**src/hdl/ddo_pkg.sv**
```systemverilog
package ddo_pkg;

    localparam int unsigned CORDIC_STEPS_DEF = 16;
    localparam int unsigned CORDIC_STEPS_MAX = 30;
    localparam int unsigned CNT_W            = 5;
    localparam int unsigned CFG_W            = 24;
    localparam int unsigned CNT_IDX_W        = 1;

    // Register indexes on the configuration port
    localparam logic [CNT_IDX_W-1:0] REG_LENGTH_PER_TICK = 1'b0;
    localparam logic [CNT_IDX_W-1:0] REG_ANGLE_PER_TICK  = 1'b1;

    typedef enum logic [2:0] {
        MUL_NONE,
        MUL_YAW,
        MUL_LEN,
        MUL_XLO,
        MUL_XHI,
        MUL_YLO,
        MUL_YHI
    } t_mul_sel;

    typedef struct packed {
        logic             ld_in;
        t_mul_sel         mul_sel;
        logic             ld_yaw;
        logic             cinit;
        logic             citer;
        logic             cfin;
        logic             ld_lo;
        logic             term_x;
        logic             term_y;
        logic             add_x;
        logic             add_y;
        logic             ld_out;
        logic [CNT_W-1:0] cnt;
    } t_cmd;

    // Arctangent of 2^-i in units of 2^-32 turn
    function automatic logic [29:0] atan_turn(input logic [CNT_W-1:0] i);
        logic [29:0] v;
        case (i)
            5'd0:    v = 30'd536870912;
            5'd1:    v = 30'd316933406;
            5'd2:    v = 30'd167458907;
            5'd3:    v = 30'd85004756;
            5'd4:    v = 30'd42667331;
            5'd5:    v = 30'd21354465;
            5'd6:    v = 30'd10679838;
            5'd7:    v = 30'd5340245;
            5'd8:    v = 30'd2670163;
            5'd9:    v = 30'd1335087;
            5'd10:   v = 30'd667544;
            5'd11:   v = 30'd333772;
            5'd12:   v = 30'd166886;
            5'd13:   v = 30'd83443;
            5'd14:   v = 30'd41722;
            5'd15:   v = 30'd20861;
            5'd16:   v = 30'd10430;
            5'd17:   v = 30'd5215;
            5'd18:   v = 30'd2608;
            5'd19:   v = 30'd1304;
            5'd20:   v = 30'd652;
            5'd21:   v = 30'd326;
            5'd22:   v = 30'd163;
            5'd23:   v = 30'd81;
            5'd24:   v = 30'd41;
            5'd25:   v = 30'd20;
            5'd26:   v = 30'd10;
            5'd27:   v = 30'd5;
            5'd28:   v = 30'd3;
            5'd29:   v = 30'd1;
            default: v = 30'd0;
        endcase
        return v;
    endfunction

endpackage

```
**src/hdl/ddo_ctrl.sv**
```systemverilog
module ddo_ctrl #(
    parameter int unsigned CORDIC_STEPS = ddo_pkg::CORDIC_STEPS_DEF
) (
    input  logic          i_clk,
    input  logic          i_rst_n,
    input  logic          i_in_valid,
    input  logic          i_read_ok,
    input  logic          i_out_ready,
    output logic          o_in_ready,
    output logic          o_out_valid,
    output ddo_pkg::t_cmd o_cmd
);

    typedef enum logic [3:0] {
        S_IDLE, S_MYAW, S_MLEN, S_CINIT, S_CITER, S_CFIN,
        S_MXL, S_MXH, S_MYL, S_MYH, S_TY, S_AY, S_OUT
    } t_state;

    localparam logic [ddo_pkg::CNT_W-1:0] LAST = ddo_pkg::CNT_W'(CORDIC_STEPS - 1);

    t_state                    r_state, n_state;
    logic [ddo_pkg::CNT_W-1:0] r_cnt, n_cnt;
    logic                      r_out_valid, n_out_valid;
    logic                      accept, slot_free;

    assign o_in_ready  = (r_state == S_IDLE);
    assign o_out_valid = r_out_valid;
    assign accept      = i_in_valid && o_in_ready;
    assign slot_free   = !r_out_valid || i_out_ready;

    always_comb begin
        o_cmd         = '0;
        o_cmd.mul_sel = ddo_pkg::MUL_NONE;
        o_cmd.cnt     = r_cnt;
        n_state       = r_state;
        n_cnt         = r_cnt;
        n_out_valid   = r_out_valid && !i_out_ready;
        case (r_state)
            S_IDLE: begin
                o_cmd.ld_in = accept;
                if (accept) begin
                    n_state = i_read_ok ? S_MYAW : S_OUT;
                end
            end
            S_MYAW: begin
                o_cmd.mul_sel = ddo_pkg::MUL_YAW;
                n_state = S_MLEN;
            end
            S_MLEN: begin
                o_cmd.mul_sel = ddo_pkg::MUL_LEN;
                o_cmd.ld_yaw  = 1'b1;
                n_state = S_CINIT;
            end
            S_CINIT: begin
                o_cmd.cinit = 1'b1;
                n_cnt   = '0;
                n_state = S_CITER;
            end
            S_CITER: begin
                o_cmd.citer = 1'b1;
                n_cnt = r_cnt + 1'b1;
                if (r_cnt == LAST) begin
                    n_state = S_CFIN;
                end
            end
            S_CFIN: begin
                o_cmd.cfin = 1'b1;
                n_state = S_MXL;
            end
            S_MXL: begin
                o_cmd.mul_sel = ddo_pkg::MUL_XLO;
                n_state = S_MXH;
            end
            S_MXH: begin
                o_cmd.mul_sel = ddo_pkg::MUL_XHI;
                o_cmd.ld_lo   = 1'b1;
                n_state = S_MYL;
            end
            S_MYL: begin
                o_cmd.mul_sel = ddo_pkg::MUL_YLO;
                o_cmd.term_x  = 1'b1;
                n_state = S_MYH;
            end
            S_MYH: begin
                o_cmd.mul_sel = ddo_pkg::MUL_YHI;
                o_cmd.ld_lo   = 1'b1;
                o_cmd.add_x   = 1'b1;
                n_state = S_TY;
            end
            S_TY: begin
                o_cmd.term_y = 1'b1;
                n_state = S_AY;
            end
            S_AY: begin
                o_cmd.add_y = 1'b1;
                n_state = S_OUT;
            end
            S_OUT: begin
                if (slot_free) begin
                    o_cmd.ld_out = 1'b1;
                    n_out_valid  = 1'b1;
                    n_state      = S_IDLE;
                end
            end
            default: begin
                n_state = S_IDLE;
            end
        endcase
    end

    always_ff @(posedge i_clk) begin
        if (!i_rst_n) begin
            r_state     <= S_IDLE;
            r_cnt       <= '0;
            r_out_valid <= 1'b0;
        end else begin
            r_state     <= n_state;
            r_cnt       <= n_cnt;
            r_out_valid <= n_out_valid;
        end
    end

    a_iter_bound: assert property (@(posedge i_clk) disable iff (!i_rst_n)
        o_cmd.citer |-> (r_cnt <= LAST))
        else $error("CORDIC iteration beyond the configured count");

    a_fail_short: assert property (@(posedge i_clk) disable iff (!i_rst_n)
        (accept && !i_read_ok) |=> (r_state == S_OUT))
        else $error("failed read did not go straight to the result");

    a_no_overwrite: assert property (@(posedge i_clk) disable iff (!i_rst_n)
        o_cmd.ld_out |-> (!r_out_valid || i_out_ready))
        else $error("result register overwritten before it was taken");

endmodule

```
**config.mk**
```make
export PLATFORM = sky130hd
export DESIGN_NAME = ddo_ctrl
export DESIGN_NICKNAME = d
export VERILOG_FILES = /design/src/hdl/ddo_pkg.sv /design/src/hdl/ddo_ctrl.sv
export SDC_FILE = /design/constraint.sdc
export NUM_CORES = 1
export LEC_CHECK = 0
export ABC_AREA = 1
export BUFFER_PORTS_ARGS = -buffer_cell sky130_fd_sc_hd__buf_2
export CAP_MARGIN = 15
export CORE_MARGIN = 1
export CORE_UTILIZATION = 37
export DETAILED_ROUTE_END_ITERATION = 6
export GPL_TIMING_DRIVEN = 0
export PLACE_DENSITY_LB_ADDON = 0.3
export SETUP_SLACK_MARGIN = 0.3
export SLEW_MARGIN = 0
export SYNTH_ARGS = -nofsm -noshare
export SYNTH_HDL_FRONTEND = slang
export SYNTH_SLANG_ARGS = --single-unit
export TNS_END_PERCENT = 1
```
**constraint.sdc**
```tcl
create_clock -name i_clk -period 3.97 [get_ports i_clk]
set_input_delay 0.794 -clock i_clk [delete_from_list [all_inputs] [get_ports i_clk]]
set_output_delay 0.794 -clock i_clk [all_outputs]
set_load 0.05 [all_outputs]
```
-- After elaboration in Yosys (flattened, before gate mapping)
Index checks and enable logic that the tools add are counted.
- bits in registers: 10
- input port bits: 5
- output and inout port bits: 21
- $add $sub $neg: 1
- equality and inequality tests: 16
- muxes and demuxes: 21
- reduce and logical (&&, ||, !) cells: 9
- operators with widths (kind ; number):
    one-hot mux 4 bit (13 select lines) ; 1
    == test 4 bit (second input constant) ; 5
    one-hot mux 3 bit (6 select lines) ; 1
    == test 4 x 3 -> 1 bit (second input constant) ; 4
    2-to-1 mux 4 bit ; 4
    2-to-1 mux 1 bit ; 14
    one-hot mux 5 bit (2 select lines) ; 1
    == test 4 x 2 -> 1 bit (second input constant) ; 2
    adder 5 x 1 -> 5 bit (second input constant) ; 1
    == test 5 x 4 -> 1 bit (second input constant) ; 1
    == test 4 x 1 -> 1 bit (second input constant) ; 1
    logical NOT 4 bit ; 1
    != test 2 bit (second input constant) ; 2
    AND reduction 3 bit ; 1
    logical AND 1 bit ; 2
    logical NOT 1 bit ; 2
    != test 2 x 1 -> 1 bit (second input constant) ; 1
    nonzero test 2 bit ; 1
    OR reduction 2 bit ; 1
    logical OR 1 bit ; 1

-- Depth between registers and ports, before layout
Gate-level depths: netlist of run 1.
- word-level depth: 4
- mapped depth: 10
- mapped depth without buffers: 10

-- Worst setup path after synthesis of run 1
Ideal clock, no wire load.
- path kind: reg2out
- start point: register r_state[3]
- end point: output port o_cmd[16] in the netlist's numbering
- data arrival time: 1.992 ns
- data required time: 3.176 ns
- slack: 1.184 ns
- stages on the path, launching flop included: 5
- path through: dfxtp_1 nand2_1 nor2_1 inv_1 o21ai_0
- RTL lines (what ; RTL line ; text):
    start, declared ; ddo_ctrl.sv:21 ; t_state r_state, n_state;
    start signal, assigned ; ddo_ctrl.sv:117 ; r_state <= n_state;
    end, declared ; ddo_ctrl.sv:11 ; output ddo_pkg::t_cmd o_cmd

==> results of run 1 <==
## kinds of logic after synthesis
| logic type | synth area share |
|---|---|
| AOI/OAI and AO/OA | 0.127 |
| and+or+nand+nor | 0.414 |
| buffers and inverters | 0.118 |
| adders and majority gates | 0.0379 |
| DFF | 0.304 |
## through the flow
step	power (mW)	setup slack [ps]	util	area [µm²]	instances
6_report	0.752	1670	0.533	841	148
5_1_grt	0.811	1520	0.533	841	148
4_1_cts	0.758	1640	0.533	841	148
3_5_place_dp	0.664	1810	0.510	805	144
3_3_place_gp	0.657	1820	0.510	805	144
2_1_floorplan	0.569	1180	-	659	103
## flip-flops by register name (all words and copies together) (netlist names)
name         cells
r_state          4
o_out_valid      1
r_cnt            5
## cell type report
cell class,count,area [µm²],area share
flip-flops and latches,10,200,0.238
clock buffers,4,36.3,0.0432
well taps,16,20.0,0.0238
multi-input cells,73,382,0.454
inverters,20,77.6,0.0923
repair buffers,25,125,0.149
## metal layers
| layer | vias up | wire, µm | share of wire |
|---|---|---|---|
| li1 | 381 | - | - |
| met1 | 321 | 689 | 0.48 |
| met2 | 26 | 622 | 0.43 |
| met3 | 5 | 91 | 0.063 |
| met4 | 0 | 37 | 0.026 |
| met5 | - | 0 | 0 |
## final timing paths
check                           slack [ps]                    start                       to  cells past startpoint
worst max-delay path                  1670  r_state[3]$_SDFFE_PN0P_                o_cmd[16]                      5
worst max register to register        2540    r_cnt[0]$_SDFFE_PN0P_  r_state[3]$_SDFFE_PN0P_                     10
worst min register to register         480    r_cnt[4]$_SDFFE_PN0P_    r_cnt[4]$_SDFFE_PN0P_                      2
worst min-delay path                   480    r_cnt[4]$_SDFFE_PN0P_    r_cnt[4]$_SDFFE_PN0P_                      2
## worst reg2reg max path: cells and delay by family, from the launching register on
kind                     cells  cell delay (ps)
AO/OA/AOI/OAI                1              130
adder cells (fa/ha/maj)      2              390
buffers and inverters        2               90
flip-flops                   1              350
AND/OR/NAND/NOR              5              350
## cells in the mapped netlist
master,number
sky130_fd_sc_hd__a21oi_1,9
sky130_fd_sc_hd__a221oi_1,1
sky130_fd_sc_hd__dfxtp_1,10
sky130_fd_sc_hd__ha_1,2
sky130_fd_sc_hd__inv_1,16
sky130_fd_sc_hd__inv_2,3
sky130_fd_sc_hd__inv_4,1
sky130_fd_sc_hd__nand2_1,24
sky130_fd_sc_hd__nand3_1,9
sky130_fd_sc_hd__nor2_1,13
sky130_fd_sc_hd__nor2_2,2
sky130_fd_sc_hd__nor2_4,4
sky130_fd_sc_hd__nor2_8,1
sky130_fd_sc_hd__nor3_1,1
sky130_fd_sc_hd__o21ai_0,5
sky130_fd_sc_hd__o21ai_1,1
sky130_fd_sc_hd__or2_2,1
## power by group
part	switching [mW]	total (mW)	internal [mW]
sequential	0.0289	0.152	0.123
combinational	0.385	0.507	0.122
clock	0.0368	0.0926	0.0558
==> results, run 1 <==
- The run finished, with violations left.
- The final reports fail on design-rule violations.
- STA classifies the critical path endpoint as a primary output.
- The critical path data required time is 3180 ps.
- The die extent in x is 44.2 µm.
- The global-route wire length before repair is 2.44 mm.
- The final count of hold timing violations is 0.
- The proportion of layout cells with a drive suffix above 1 is 0.311.
- Setup repair after global routing left no endpoint under its margin.
- The proportion of netlist area held by the largest area contributor is 0.304.
- The peak supply drop is 0.405 mV.
- The number of buffers created by CTS is 3.
- Of the synthesized area, sequential elements account for 0.304.
- After the last flow step, the layout net total stands at 140.
- The cell taking the most area after synthesis is sky130_fd_sc_hd__dfxtp_1.
- In this run the number of H-tree levels came out at 1.
- Static timing analysis puts the maximum clock frequency at 435 MHz.
- At the later pin of the worst-skew pair, clock insertion delay measures 270 ps.
- The path category of the worst min-delay check is flop to flop.
- The max-capacitance violation count is 0.
- Final hold analysis gives a worst-case slack of 480 ps.
- The initial antenna violation count is 0.
- The clock arrives with 3.42 ps of skew.
- The fraction of the cycle the final worst path needs is 0.579.
- The mapped cell area is 659 µm².
- The cell family contributing the most delay on the critical path is flip-flops.
- Clock-pin slew was measured on the worst setup and hold paths at 70 ps.
- The critical path contains buffers and inverters numbering 2 combined.
- The count of boundary I/O pins is 26.
- The post-synthesis area per instance is 6.40 µm².
- For met3 alone, demand over resource in global routing was 0.0245.
- The number of optimization iterations in the first detailed-route pass is 7.
- The post-detailed-route wirelength per cell is 9.74 µm.
- The number of nets handed over by synthesis was 110.
- The starting density of the core is 0.418.
- Fill cells in the final layout number 155.
- In the routed layout, each cell is associated on average with a via count of 4.95.
- The core area is 1580 µm².
- CTS placed an instance of sky130_fd_sc_hd__clkbuf_4 at the clock tree root.
- The number of port buffers is 25.
- 0 antenna diodes ended up in the layout.
- Summed over all nets, the half-perimeter wirelength after detailed placement is 1.14 mm.
- The setup path with the least slack is of type flop to primary output.
- The count of pins over their slew limit was 0.
- For this run, global-route usage on met2 was measured as 0.268.
- After technology mapping, the gate count stands at 103.
- The final setup violation count is 0.
- After floorplanning, the core was divided into 14 placement rows.
- The TritonCTS clock tree is built.
- Adding up every negative setup slack in the final design gives 0 ps.
- The maximum net fanout on the critical path is 7.
- met2 is the most crowded layer.
- The number of buffers added to fix hold violations after cts is 0.
- The maximum number of pins on one net before global-route repair is 9.
- After clock tree synthesis, the setup repair step added 0 buffers.
- The clock sink total is 10.
- The number of unique standard cell types used by synthesis is 17.
- For this design the ratio of total power to cell area is 894 nW/µm².
- After global routing the overflow that remains totals 0.
- The total via count in the routed design is 733.
- The library cell used most frequently in the layout, excluding fill and tap cells, is sky130_fd_sc_hd__buf_2.
- The leakage component of the power is 0.469 nW.
- In this run the remaining antenna-violating nets after routing total 0.
- The remaining routing DRC violations is 2.
- The top cell types in the final layout, fill and taps aside, are sky130_fd_sc_hd__buf_2 (25), sky130_fd_sc_hd__nand2_1 (24), sky130_fd_sc_hd__inv_1 (16).
- STA classifies the critical path startpoint as a flop.
- Traced cell by cell, the critical path runs through nand2_1 -> nor2_1 -> inv_1 -> o21ai_0 -> buf_2.
- For this run, global-route usage on met1 was measured as 0.214.
- The critical path arrival is 1500 ps.
- The final weighted congestion in routability-driven placement is 0.828.
- The worst pin sits at a relative slew slack of 0.825.
- The via count of the first global-routing pass was 609.
- The Yosys step of the flow raised 0 warnings.
- The detailed router finished its first iteration with 18 violations.
- On the critical path, the stage with the largest delay is an instance of sky130_fd_sc_hd__dfxtp_1.
- The maximum clock path buffer count is 2.
- From bottom edge to top edge, the die measures 44.2 µm.
- Summed over all layers, the routed wires come to 1.44 mm.
- In the global route stage, overall resource usage came out at 0.169.
- Yosys attributes the largest share of cell area to sky130_fd_sc_hd__dfxtp_1 (30%), sky130_fd_sc_hd__nand2_1 (14%), sky130_fd_sc_hd__inv_1 (9.1%).
- The clock period could shrink to 2300 ps.
- After clock tree synthesis, the repair step resized 0 gates.
- The signed area change from the synthesized netlist to the final layout is 27.5%.
- On the worst path, the slowest cell contributes a delay of 460 ps.
- The die covers 1950 µm².
- The slew at the pin closest to its max-slew limit is 263 ps.
- The flip-flop and latch count after synthesis is 10.
(Power assumes the default switching activity.)
==> inputs of run 2 (changes only) <==
==> constraint.sdc (replaced) <==
create_clock -name i_clk -period 2.25 [get_ports i_clk]
set_input_delay 0.45 -clock i_clk [delete_from_list [all_inputs] [get_ports i_clk]]
set_output_delay 0.45 -clock i_clk [all_outputs]
set_load 0.05 [all_outputs]
==> run 2 against run 1 <==
Net effect:
- the run now ends clean
- power is 80% higher
- worst setup slack worse by 1300 ps
- sequential share of layout area is 0.17 points lower
- utilization is 0.71 points higher
- clock skew is 4.7 ps higher
- non-clock buffer count stayed put
- first-iteration DRC count is 17% lower
- via count is 0.68% lower
- final cell count stayed put
- final area is 1.3% higher
- largest power group unchanged
==> results, run 2 (synthesis gave the netlist of run 1 again) <==
- The overall die area is 1950 µm² (unchanged).
- The starting density of the core came to 0.418 (unchanged).
- The final weighted congestion in routability-driven placement is 0.834 (+0.72%).
- The signed area change from the synthesized netlist to the final layout is 29.2%.
- The final worst-path setup slack is 342 ps (-1330 ps).
- Subtracting the final worst setup slack from the clock period gives 1910 ps.
- The total design power is 1.36 mW (+80%).
- r_cnt holds more flip-flops than any other register.
- The flow ran to the end, and the final reports show no timing, DRC or antenna violations.
- The clock transition at the registers of the reported paths is 70 ps (about the same).
- STA classifies the critical path startpoint as a flop.
- The area taken by flip-flops and latches came to 201 µm² (+0.62%).
- The peak supply drop is 0.669 mV (+65%).
- The number of nets with antenna violations after detailed routing is 0 (unchanged).
- The peak-usage layer in the global routing report is met2.
- The classification of the worst setup path is flop to primary output.
- The clock skew after layout came to 8.13 ps (+4.72 ps).
- The worst setup timing slack at the placement stage came to 552 ps (-1260 ps).
- The number of buffers created by CTS came to 3 (unchanged).
- The minimum hold slack is 431 ps (-49.7 ps).
- The leakage component of the power is 0.470 nW (+0.26%).
- The number of port buffers was 25 (unchanged).
- The internal power summed over all cells came to 0.544 mW (+81%).
- The multi-input combinational cell area is 389 µm² (+2.0%).
- The total via count in the routed design is 728 (-0.68%).
- The post-route setup TNS is 0 ps (unchanged).
- The end-of-flow core utilization is 0.540 (+0.00714).
- The clock sink total is 10 (unchanged).
- The number of optimization iterations in the first detailed-route pass is 6 (-1).
- The core area is 1580 µm² (unchanged).
- The maximum clock path buffer count is 2 (unchanged).
- The critical path goes through nor2_2 -> inv_2 -> nor2_8 -> buf_2.
- The maximum clock frequency is 524 MHz.
- The total wire length is 1.48 mm (+2.5%).
- The delay of the slowest cell on the worst path is 350 ps (-110 ps).
- The maximum net fanout on the critical path is 7 (unchanged).
- The combinational cell fraction of total power was 0.683 (+0.008).
- The antenna cell count is 0 (unchanged).
- The met1 capacity usage during global routing came to 0.224 (+0.00969).
- The power share of the sequential group came to 0.200 (-0.002).
- The kind of cell with the highest combined delay along the critical path is buffers and inverters.
- The cell sitting at the root of the clock tree is a sky130_fd_sc_hd__clkbuf_4.
- The remaining routing DRC violations is 0 (-2).
- The top cell types in the final layout, fill and taps aside, are sky130_fd_sc_hd__buf_2 (24), sky130_fd_sc_hd__nand2_1 (23), sky130_fd_sc_hd__inv_1 (16).
- The global-route wire length before repair is 2.53 mm (+4.0%).
- The die boundary height is 44.2 µm (unchanged).
- The post-detailed-route wirelength per cell is 9.98 µm (+2.5%).
- Setup repair after global routing could not meet its margin everywhere.
- The number of vias per cell was 4.92 (-0.68%).
- The H-tree depth is 1 (unchanged).
- The clock share of power is 0.117 (-0.006).
- The HPWL after detailed placement is 1.20 mm (+4.4%).
- The met3 usage in global routing is 0.0204 (-0.00408).
- The proportion of layout cells with a drive suffix above 1 came to 0.341 (+0.0303).
- The max-capacitance violation count is 0 (unchanged).
- The switching share of total power is 0.598 (-0.00103).
- The number of flip-flops under the largest register name is 5 (unchanged).
- The slew at the pin closest to its max-slew limit is 257 ps (-5.76 ps).
- The routing usage on met2 came to 0.274 (+0.00588).
- The commonest non-fill, non-tap cell in the layout is sky130_fd_sc_hd__buf_2.
- The count of pins over their slew limit is 0 (unchanged).
- The initial antenna violation count is 0 (unchanged).
- The net total in the final layout is 140 (unchanged).
- The cell with the largest stage delay on the worst path is sky130_fd_sc_hd__dfxtp_1.
- The final count of hold timing violations is 0 (unchanged).
- The number of buffers and inverters on the critical path is 2 (unchanged).
- The switching power summed over all nets was 0.811 mW (+80%).
- The number of rows created at floorplan came to 14 (unchanged).
- The final global-route overflow total is 0 (unchanged).
- STA classifies the critical path endpoint as a primary output.
- The critical path data required time is 1800 ps (-1380 ps).
- The headroom to the max-slew limit came to 0.829 (+0.00385).
- The total routing resource utilization after global routing was 0.173 (+0.00395).
- The critical path arrival is 1460 ps (-40 ps).
- The power density over the cells is 1590 nW/µm² (+78%).
- The latest clock arrival within the worst-skew pair is 260 ps (about the same).
- TritonCTS built the clock tree.
- The count of boundary I/O pins is 26 (unchanged).
- The maximum number of pins on one net before global-route repair is 9 (unchanged).
- The number of fill cells in the layout is 154 (-0.65%).
- The detailed router's first-iteration violation count came to 15 (-3).
- Dividing the final minimum period by the clock period gives 0.848.
- The via count of the first global-routing pass is 630 (+3.4%).
- The final setup violation count is 0 (unchanged).
- The worst hold path belongs to the class input pin to flop.
- The die extent in x is 44.2 µm (unchanged).
## run 2: cell counts in the layout (fill, tap and decap cells not counted)
No cell type changed its count.
## run 2: routing by layer
layer	share of wire	vias up
li1	-	383
met1	0.49	320
met2	0.46	23
met3	0.042	2
met4	0.0061	0
met5	0	-
## run 2: worst paths after layout
| check | start | endpoint | slack, ps | depth (start not counted) |
|---|---|---|---|---|
| worst max-delay path | r_state[0]$_SDFFE_PN0P_ | o_cmd[12] | 340 | 4 |
| worst min-delay path | i_rst_n | r_cnt[3]$_SDFFE_PN0P_ | 430 | 3 |
| worst max register to register | r_cnt[0]$_SDFFE_PN0P_ | r_state[3]$_SDFFE_PN0P_ | 830 | 10 |
| worst min register to register | r_cnt[4]$_SDFFE_PN0P_ | r_cnt[4]$_SDFFE_PN0P_ | 480 | 2 |
## run 2: area by class of cell
cell class / count / area share
Inverter: 20 / 0.0910
Clock buffer: 4 / 0.0426
Multi-Input combinational cell: 73 / 0.457
Tap cell: 16 / 0.0235
Timing Repair Buffer: 25 / 0.150
Sequential cell: 10 / 0.236
## run 2: per-stage QoR
step / instances / area, µm²
4_1_cts: 148 / 848
2_1_floorplan: 103 / 664
5_1_grt: 148 / 852
3_5_place_dp: 144 / 810
6_report: 148 / 852
3_3_place_gp: 144 / 810
## run 2: power groups by stage
stage          registers (mW)  logic, mW  clock network [mW]
6_report                0.271      0.926               0.159
5_1_grt                 0.276      0.998               0.176
4_1_cts                 0.267      0.924               0.165
3_5_place_dp            0.271      0.913                   0
3_3_place_gp            0.271      0.898                   0
2_1_floorplan           0.299      0.715                   0
## run 2: tightest hold or removal path: cells and delay by family
family          cells  cell delay (ps)
compound gates      1               30
simple gates        1               60
buf+inv             1              110
## run 2: timing repair
item / 4_1_cts / 5_1_grt
endpoints found under the setup margin: 2 / 8
setup buffers: 0 / 0
gates resized for setup: 1 / 2
hold buffers: 0 / 0
